$ cat config.mk
export PLATFORM = sky130hd
export DESIGN_NAME = ppt_mac
export DESIGN_NICKNAME = d
export VERILOG_FILES = /design/src/rtl/ppt_pkg.sv /design/src/rtl/ppt_mac.sv
export SDC_FILE = /design/constraint.sdc
export NUM_CORES = 2
export LEC_CHECK = 0
export BUFFER_PORTS_ARGS = -buffer_cell sky130_fd_sc_hd__buf_2
export CAP_MARGIN = 20
export CORE_MARGIN = 2
export CORE_UTILIZATION = 55
export CTS_CLUSTER_DIAMETER = 80
export DETAILED_ROUTE_END_ITERATION = 10
export HOLD_SLACK_MARGIN = 0.02
export PLACE_DENSITY = 0.8
export SYNTH_ARGS = -nofsm -noshare
export SYNTH_HDL_FRONTEND = slang
export SYNTH_SLANG_ARGS = --single-unit
$ cat constraint.sdc
create_clock -name clk_i -period 3.73 [get_ports clk_i]
set_input_delay 0.746 -clock clk_i [delete_from_list [all_inputs] [get_ports clk_i]]
set_output_delay 0.746 -clock clk_i [all_outputs]
set_load 0.01 [all_outputs]
$ cat src/rtl/ppt_pkg.sv
package ppt_pkg;

  localparam int unsigned ELEM_W  = 21;
  localparam int unsigned PT_W    = 24;
  localparam int unsigned ROW_W   = 3 * ELEM_W;
  localparam int unsigned PROD_W  = ELEM_W + PT_W;
  localparam int unsigned SUM_W   = PROD_W + 2;
  localparam int unsigned QB      = PT_W + 1;
  localparam int unsigned REM_W   = SUM_W + QB;
  localparam int unsigned IDX_W   = 2;

  typedef enum logic [IDX_W-1:0] {
    REG_ROW_ZERO = 2'd0,
    REG_ROW_ONE  = 2'd1,
    REG_ROW_TWO  = 2'd2
  } reg_idx_e;

  typedef struct packed {
    logic              zero_den;
    logic              neg_x;
    logic              neg_y;
    logic              nz_x;
    logic              nz_y;
    logic              ovf_x;
    logic              ovf_y;
    logic [SUM_W-1:0]  den;
    logic [REM_W-1:0]  rem_x;
    logic [REM_W-1:0]  rem_y;
    logic [QB-1:0]     q_x;
    logic [QB-1:0]     q_y;
  } div_t;

endpackage

$ cat src/rtl/ppt_mac.sv
module ppt_mac (
  input  logic                                clk_i,
  input  logic                                rst_ni,
  input  logic                                en_i,
  input  logic                                valid_i,
  input  logic [ppt_pkg::ROW_W-1:0]           row_i,
  input  logic signed [ppt_pkg::PT_W-1:0]     pt_x_i,
  input  logic signed [ppt_pkg::PT_W-1:0]     pt_y_i,
  input  logic signed [ppt_pkg::PT_W-1:0]     pt_w_i,
  output logic                                valid_o,
  output logic signed [ppt_pkg::SUM_W-1:0]    sum_o
);

  logic signed [ppt_pkg::PROD_W-1:0] p0_q, p1_q, p2_q;
  logic signed [ppt_pkg::ELEM_W-1:0] e0, e1, e2;
  logic                              v_q;
  logic signed [ppt_pkg::SUM_W-1:0]  sum_d, sum_q;
  logic                              vs_q;

  assign e0 = $signed(row_i[0*ppt_pkg::ELEM_W +: ppt_pkg::ELEM_W]);
  assign e1 = $signed(row_i[1*ppt_pkg::ELEM_W +: ppt_pkg::ELEM_W]);
  assign e2 = $signed(row_i[2*ppt_pkg::ELEM_W +: ppt_pkg::ELEM_W]);

  assign sum_d = ppt_pkg::SUM_W'(p0_q) + ppt_pkg::SUM_W'(p1_q) + ppt_pkg::SUM_W'(p2_q);

  always_ff @(posedge clk_i) begin
    if (en_i) begin
      p0_q  <= e0 * pt_x_i;
      p1_q  <= e1 * pt_y_i;
      p2_q  <= e2 * pt_w_i;
      sum_q <= sum_d;
    end
  end

  always_ff @(posedge clk_i or negedge rst_ni) begin
    if (!rst_ni) begin
      v_q  <= 1'b0;
      vs_q <= 1'b0;
    end else if (en_i) begin
      v_q  <= valid_i;
      vs_q <= v_q;
    end
  end

  assign valid_o = vs_q;
  assign sum_o   = sum_q;

endmodule

==> results_dict.tcl <==
set metrics [dict create \
    drt_iter0_markers 4059 \
    drive_above_1_share 0.262 \
    crit_path_start_kind "input pin" \
    relSlewSlack 0.555 \
    nNetsFinal 9944 \
    synth.net_count 9010 \
    antenna_found_initial 13 \
    outcome "finished, violations left" \
    stdcell_count 9361 \
    dieArea_um2 120000 \
    num_io_pins 187 \
    drt-total-wl_um 188000 \
    postSynthAreaPerCell_um2 9.37 \
    synth_top_family_by_area "adder cells" \
    dp.cells 9170 \
    timing.hold.ws_ns 0.0667 \
    yosys.area_share.simple 0.142 \
    final_area_um2 80700 \
    initial_core_util 0.555 \
    fin_ws_ns -3.34 \
    coreArea_um2 116000 \
    cts_tree "yes" \
    critPathKind "in -> reg" \
    hold_class "in -> async" \
    grt_pass1_wl_um 291000 \
    clkSinkCount 184 \
    drc_errors 0 \
    num_vias 52000 \
    dp_hpwl_um 143000 \
    rows 125 \
    dieHeight_um 346 \
    hold_buffers 0 \
    clock_path_buffers 2 \
    max-cap-violations 0 \
    synth.area.mux_share 0.000660 \
    seqCellArea_um2 5520 \
    die_w_um 346 \
    synth_compound_area_frac 0.0527 \
    drv_slew 0 \
    ys_ff_latch 184 \
    finalHoldViolations 0 \
    crit_arrival_ns 7.26 \
    placed_cell_area_um2 74500 \
    synthCells 6881 \
    fin_crit_ns 7.07 \
    async_flop_share 0.0109 \
    worstPathMaxFanout 10 \
    grt_max_degree 69 \
    cts_max_level 4 \
    finClkSkew_ns 0.0133 \
    ant_nets 0 \
    clk_pin_slew_ns 0.08 \
    violations "setup timing" \
    critPathCaptureType "flop" \
    grt_use_total 0.305 \
    cts_root_buf "clkbuf_16" \
    worstMarginPinSlew_ns 0.668 \
    routedWlPerCell_um 20.1 \
    synth_cell_type_count 89 \
    yosys_warnings 0 \
    syn-cell-area_um2 64500 \
    synth_fa_ha_area_frac 0.572 \
    grt_pass1_vias 57600 \
    synth_xor_xnor_area_share 0.0238 \
    worstPathRequired_ns 3.92 \
    multi_input_area_um2 55000 \
    rsz0062_at_grt "yes" \
    period_share 1.89 \
    fillers 7456 \
    portBuffers 186 \
    grt_overflow 0 \
    clock.fmax_mhz 142 \
    first_pass_iters 6 \
    worstSkewPairLatency_ns 0.46 \
    synth_flop_cell "edfxtp_1" \
    vias_per_cell 5.56 \
    routabilityCongestion 0.946 \
    numCtsBuffers 17 \
    setup_viol_count_final 118 \
    synth_edf_count 182 \
    areaGrowthSynthToFinish_pct 25.2 \
    yosysSeqAreaShare 0.0856 \
    final_util 0.694 \
]
==> registers in the layout, summed over array words and instances (netlist names) <==
register and flops:
v_q 1, sum_o 47, valid_o 1, p0_q 45, p1_q 45, p2_q 45
==> worst paths after layout <==
path                       slack, ns  cells past startpoint   endpoint      from
min in group clk_i              0.51                      1        v_q       v_q
setup reg to reg               -0.09                     14  sum_o[39]   p2_q[1]
max in group asynchronous       3.57                      1    valid_o    rst_ni
hold / removal                  0.07                      1        v_q    rst_ni
setup / recovery               -3.34                     24   p0_q[40]  row_i[6]
hold reg to reg                 0.51                      1        v_q       v_q
==> synth_stat cells, drive strengths merged (34+ instances only) <==
library cell  count  area (um^2)
o21ai            89          453
nor3             34          170
ha              396         4950
inv            1807         6780
xnor2           132         1160
fa             1594        31900
xor2             43          377
a21oi           151          759
a21o             82          616
nor2            157          589
and2            614         3840
nand2           934         3510
clkbuf          287         1080
edfxtp          182         5470
nand3            39          195
==> layout by cell type (no fill, tap or decap), types with 33 or more instances in the layout <==
cell      instances
and2_4          141
buf_6           208
buf_8            40
and2_1          473
a21oi_2          52
o21ai_0          39
nand2_1         884
edfxtp_1        182
xnor2_1         101
a21oi_1          83
xor2_1           34
ha_4             92
fa_1           1475
buf_2            64
buf_12           52
a21o_1           81
fa_2            119
ha_1            297
inv_1          1701
buf_4           836
nand3_1          33
inv_2           103
nor2_1          131
==> logic make-up (layout without fill, tap and decap cells) <==
group | Yosys count | after routing
compound gates | 507 | 507
xor+xnor | 175 | 175
fa+ha+maj | 1990 | 1990
buf+inv | 2108 | 3055
flops | 184 | 184
mux | 4 | 4
other cells | 0 | 9
simple gates | 1913 | 1913
==> critical path, stage by stage <==
cell and delay [ns]:
buf_6 0.13, buf_4 0.15, and2_1 0.17, fa_1 0.52, fa_1 0.60, inv_1 0.07
fa_1 0.52, inv_1 0.07, fa_1 0.49, fa_2 0.47, fa_1 0.48, inv_1 0.08
fa_1 0.70, inv_1 0.13, ha_4 0.25, a21o_1 0.16, a21o_1 0.20, a21oi_2 0.25
nor3b_4 0.29, a211oi_4 0.11, buf_4 0.16, a211oi_4 0.23, buf_4 0.17, xnor2_2 0.11
==> layer usage <==
layer / track usage / share of wire
met5: 0 / 0.00016
met4: 0.135 / 0.062
met3: 0.0420 / 0.081
met2: 0.530 / 0.50
met1: 0.379 / 0.36
==> repair_timing <==
action / 4_1_cts / 5_1_grt
pin swaps: 338 / 309
setup buffers: 106 / 71
cloned: 6 / 5
endpoints found under the setup margin: 128 / 130
resized for setup: 778 / 328
==> final cells by class <==
type                    count  share of cell area
clock buffers              17             0.00527
repair buffers           1213               0.135
multi-input cells        4589               0.681
flip-flops and latches    184              0.0683
inverters                1810              0.0844
clock inverters            15             0.00197
diodes                      9            0.000279
well taps                1524              0.0236
==> through the flow <==
| stage | worst slack (ns) | setup TNS (ns) |
|---|---|---|
| after global routing | -3.44 | -303.15 |
| after global placement | -3.48 | -335.21 |
| after detailed placement | -3.62 | -346.12 |
| after floorplan | -3.18 | -262.16 |
| after CTS | -2.96 | -271.29 |
| final | -3.34 | -288.21 |
Power is not shown: default switching activity piles up to over one toggle a cycle in this logic, so the estimate is an artifact.
