File: src/rtl/ppt_pkg.sv
package ppt_pkg;

  localparam int unsigned ELEM_W  = 21;
  localparam int unsigned PT_W    = 24;
  localparam int unsigned ROW_W   = 3 * ELEM_W;
  localparam int unsigned PROD_W  = ELEM_W + PT_W;
  localparam int unsigned SUM_W   = PROD_W + 2;
  localparam int unsigned QB      = PT_W + 1;
  localparam int unsigned REM_W   = SUM_W + QB;
  localparam int unsigned IDX_W   = 2;

  typedef enum logic [IDX_W-1:0] {
    REG_ROW_ZERO = 2'd0,
    REG_ROW_ONE  = 2'd1,
    REG_ROW_TWO  = 2'd2
  } reg_idx_e;

  typedef struct packed {
    logic              zero_den;
    logic              neg_x;
    logic              neg_y;
    logic              nz_x;
    logic              nz_y;
    logic              ovf_x;
    logic              ovf_y;
    logic [SUM_W-1:0]  den;
    logic [REM_W-1:0]  rem_x;
    logic [REM_W-1:0]  rem_y;
    logic [QB-1:0]     q_x;
    logic [QB-1:0]     q_y;
  } div_t;

endpackage

File: src/rtl/ppt_div_cell.sv
module ppt_div_cell #(
  parameter int unsigned BIT = 0
) (
  input  logic                 clk_i,
  input  logic                 rst_ni,
  input  logic                 en_i,
  input  logic                 valid_i,
  input  ppt_pkg::div_t        data_i,
  output logic                 valid_o,
  output ppt_pkg::div_t        data_o
);

  logic [ppt_pkg::REM_W-1:0] dsh;
  logic                      take_x, take_y;
  ppt_pkg::div_t             d_d, d_q;
  logic                      v_q;

  assign dsh    = ppt_pkg::REM_W'(data_i.den) << BIT;
  assign take_x = data_i.rem_x >= dsh;
  assign take_y = data_i.rem_y >= dsh;

  always_comb begin
    d_d       = data_i;
    d_d.rem_x = take_x ? data_i.rem_x - dsh : data_i.rem_x;
    d_d.rem_y = take_y ? data_i.rem_y - dsh : data_i.rem_y;
    d_d.q_x   = {data_i.q_x[ppt_pkg::QB-2:0], take_x};
    d_d.q_y   = {data_i.q_y[ppt_pkg::QB-2:0], take_y};
  end

  always_ff @(posedge clk_i) begin
    if (en_i) begin
      d_q <= d_d;
    end
  end

  always_ff @(posedge clk_i or negedge rst_ni) begin
    if (!rst_ni) begin
      v_q <= 1'b0;
    end else if (en_i) begin
      v_q <= valid_i;
    end
  end

  assign valid_o = v_q;
  assign data_o  = d_q;

endmodule

File: config.mk
export PLATFORM = sky130hd
export DESIGN_NAME = ppt_div_cell
export DESIGN_NICKNAME = d
export VERILOG_FILES = /design/src/rtl/ppt_pkg.sv /design/src/rtl/ppt_div_cell.sv
export SDC_FILE = /design/constraint.sdc
export NUM_CORES = 1
export LEC_CHECK = 0
export ABC_AREA = 1
export BUFFER_PORTS_ARGS = -buffer_cell sky130_fd_sc_hd__buf_2
export CORE_ASPECT_RATIO = 0.6
export CORE_MARGIN = 3
export CORE_UTILIZATION = 40
export DETAILED_ROUTE_END_ITERATION = 6
export PLACE_DENSITY = 0.64
export SYNTH_ARGS = -nofsm -noshare
export SYNTH_HDL_FRONTEND = slang
export SYNTH_SLANG_ARGS = --single-unit
export TNS_END_PERCENT = 5
File: constraint.sdc
create_clock -name clk_i -period 0.9 [get_ports clk_i]
set_input_delay 0.045 -clock clk_i [delete_from_list [all_inputs] [get_ports clk_i]]
set_output_delay 0.045 -clock clk_i [all_outputs]
set_load 0.05 [all_outputs]
==> impl_metrics.ini <==
[route]
initialDrtViolationCount = 3154
antenna_left = 0
drcViolationCount = 0
via_count = 26500
wirelength_microns = 114000
first_pass_iters = 6
viasPerCell = 5.23
wl_per_cell_microns = 22.5

[power_and_ir_drop]
power.leakage_nw = 17.3
peakVddDrop_v = 0.00145
sw_frac_of_total_pct = 40.9
powerDensity_nw_per_um2 = 1340
total_power_mw = 47.3
pwr-share-comb_pct = 46.8
internal_power_mw = 28.0
pwr-share-clk_pct = 21.4
switchingPower_mw = 19.4
p_seq_share_pct = 31.8

[critical_path]
cp.required_ns = 1.23
worstReg2RegEnd = valid_o
crit_slowest_cell = ha_2
cpMostUsedCell = nand2_1
crit_type = in2reg
crit_buf_inv = 5
regToRegSetupSlack_ns = 0.06
r2r-start = valid_o
crit_family = simple AND/OR/NAND/NOR gates
endpoint_kind = register
critPathMaxStageDelay_ns = 0.34
worstSetupStartpointType = primary input
path_max_fanout = 4
arrival_ns = 2.25
worstRegToRegCells = 1
path_cells = buf_2, inv_2, ha_2, nand2_4, inv_1, nand2_1, nand2_1, nand2_1, nand2_1, a21oi_2, buf_4, nand3_1, buf_12, xor2_1, nand2_1, nand2_1

[min_path]
min_to = data_o[194]
holdPathStages = 1
min_from = data_i[194]
hold_class = in2reg

[run]
cap_violations = 0

[final_layout]
stdcell_count = 5065
drive_gt1_share_pct = 41.2
fill_cells = 3821
synthToLayoutAreaGrowth_pct = 77.0
num-nets-final = 4753
layout_commonest_cell = nand2_1
mostFrequentLayoutCells = 964 x nand2_1, 663 x buf_4, 469 x inv_1

[placed_design]
placedCellCount = 4741
gp_congestion = 1.08
port_buffers = 498
place_hpwl_microns = 85100

[clocking]
clock_path_buffers = 3
numCtsBuffers = 25
clk_pin_slew_ns = 0.07
cts-root-buf = clkbuf_16
htreeDepth = 1
cts_tree = done
clock-sinks = 249
clk-insertion-delay-late_ns = 0.58

[global_route]
track_usage_pct = 39.8
antenna_found_initial = 2
grt_pass1_vias = 24200
globalRouteOverflowTotal = 0
grt_max_degree = 33
grt_pass1_wl_microns = 154000

[floorplanning]
ios = 501
core-area_sq_um = 48500
rows = 62
start_util_pct = 41.1
die_h_microns = 179
die-area_sq_um = 52600
die_x_microns = 294

[timing]
tightest_slew_ns = 0.547
fmax_mhz = 523
holdWs_ns = -0.316
drv_slew = 0
clock_skew_ns = 0
fin_tns_setup_ns = -202.84
finalWorstSetupSlack_ns = -1.01
fin_crit_ns = 1.91
grt_setup_unrepaired = true
setup_viol = 427
period_share_pct = 212
maxSlewHeadroom_pct = 63.4
finalHoldViolCount = 4

[yosys]
postSynthCellCount = 2961
yosys_warnings = 0
ys_types = 35
syn_nets = 3309
syn_area_per_cell_sq_um = 6.73
ys_ff_latch = 249
syn-cell-area_sq_um = 19900
ys_seq_area_share_pct = 37.5

[outcome]
violations = negative hold slack, negative setup slack
outcome = finished with violations
-- metal layers --
metal	wire [microns]	up-vias	track usage [%]
met3	16000	227	13.2
met4	3740	0	9.55
met1	48300	12400	57.8
li1	-	12200	-
met2	45900	1699	56.8
met5	0	-	0
-- kinds of logic (layout without fill, tap and decap cells) --
kind of cell / count (synthesis) / count (layout) / synth area share, %
flops: 249 / 249 / 37.5
buf+inv: 558 / 2020 / 10.9
xor+xnor: 80 / 80 / 3.52
fa+ha+maj: 96 / 96 / 6.10
mux: 1 / 1 / 0.0565
simple gates: 1752 / 1752 / 35.8
other cells: 0 / 2 / 0
compound gates: 225 / 225 / 6.19
-- cell usage after synthesis --
cell type / instances / area [sq um]
o21ai_1: 3 / 15.0
nand4_1: 50 / 313
nor3_1: 26 / 130
a21boi_0: 1 / 7.51
nand2_2: 9 / 56.3
nand3_2: 3 / 30.0
nand3_1: 118 / 591
nor3_2: 3 / 30.0
o21bai_1: 16 / 120
xor2_1: 22 / 193
a21oi_2: 14 / 123
clkbuf_2: 1 / 5.00
buf_2: 13 / 65.1
buf_6: 6 / 67.6
nor2_2: 14 / 87.6
inv_1: 526 / 1970
nor2_4: 1 / 11.3
inv_4: 2 / 12.5
inv_2: 6 / 22.5
and3_1: 10 / 62.6
dfrtp_1: 1 / 25.0
edfxtp_1: 248 / 7450
nor2_1: 327 / 1230
nand2_1: 1162 / 4360
nand3b_1: 27 / 203
o21ai_0: 98 / 490
a211oi_1: 1 / 7.51
mux2_2: 1 / 11.3
a21oi_1: 88 / 440
clkbuf_1: 4 / 15.0
xnor2_1: 58 / 508
fa_1: 2 / 40.0
nand2_4: 2 / 22.5
o21a_1: 4 / 30.0
ha_1: 94 / 1180
-- through the flow --
step	cell area, sq um	util (%)	hold WS [ns]	worst slack (ns)
after global placement	28400	58.5	-0.179	-1.78
after CTS	33600	69.3	-0.333	-0.808
final	35300	72.7	-0.316	-1.01
after detailed placement	28400	58.5	-0.180	-1.80
after global routing	35300	72.7	-0.329	-1.03
after floorplan	20000	-	-0.251	-1.10
-- how the worst max path moves through the flow --
stage                start           to  slack, ns  cells after the start
2_1_floorplan  data_i[122]  data_o[167]      -1.10                     19
3_3_place_gp   data_i[218]  data_o[148]      -1.78                     13
3_5_place_dp   data_i[218]  data_o[148]      -1.80                     13
4_1_cts        data_i[194]   data_o[87]      -0.81                     19
5_1_grt        data_i[194]  data_o[150]      -1.03                     17
6_report       data_i[214]  data_o[156]      -1.01                     16
-- power groups by stage --
stage | registers (mW) | logic [mW] | clock network (mW)
floorplan | 19.6 | 5.09 | 0
global placement | 15.0 | 17.7 | 0
detailed placement | 15.0 | 17.7 | 0
CTS | 14.8 | 20.0 | 10.0
global route | 15.1 | 23.1 | 10.6
finish | 15.1 | 22.2 | 10.1
-- what timing repair did --
item / CTS / global route
hold buffers: 233 / 3
hold endpoints to repair: 275 / 7
setup buffers: 23 / 12
pin swaps: 42 / 44
setup endpoints to repair: 395 / 431
resized for setup: 497 / 530
cloned: 6 / 5
-- layout make-up --
type                    count  area (sq um)  share of cell area [%]
diodes                      2          5.00                  0.0142
clock buffers              29           641                    1.82
clock inverters            16          96.3                   0.273
inverters                 534          2060                    5.84
multi-input cells        2154         12700                    36.0
flip-flops and latches    249          7470                    21.2
well taps                 640           801                    2.27
repair buffers           1441         11500                    32.6
-- registers in the layout, indices dropped and copies added, names as in the netlist --
signal and count:
valid_o 1, data_o 248
No activity file was read; power rests on OpenSTA's default activity.
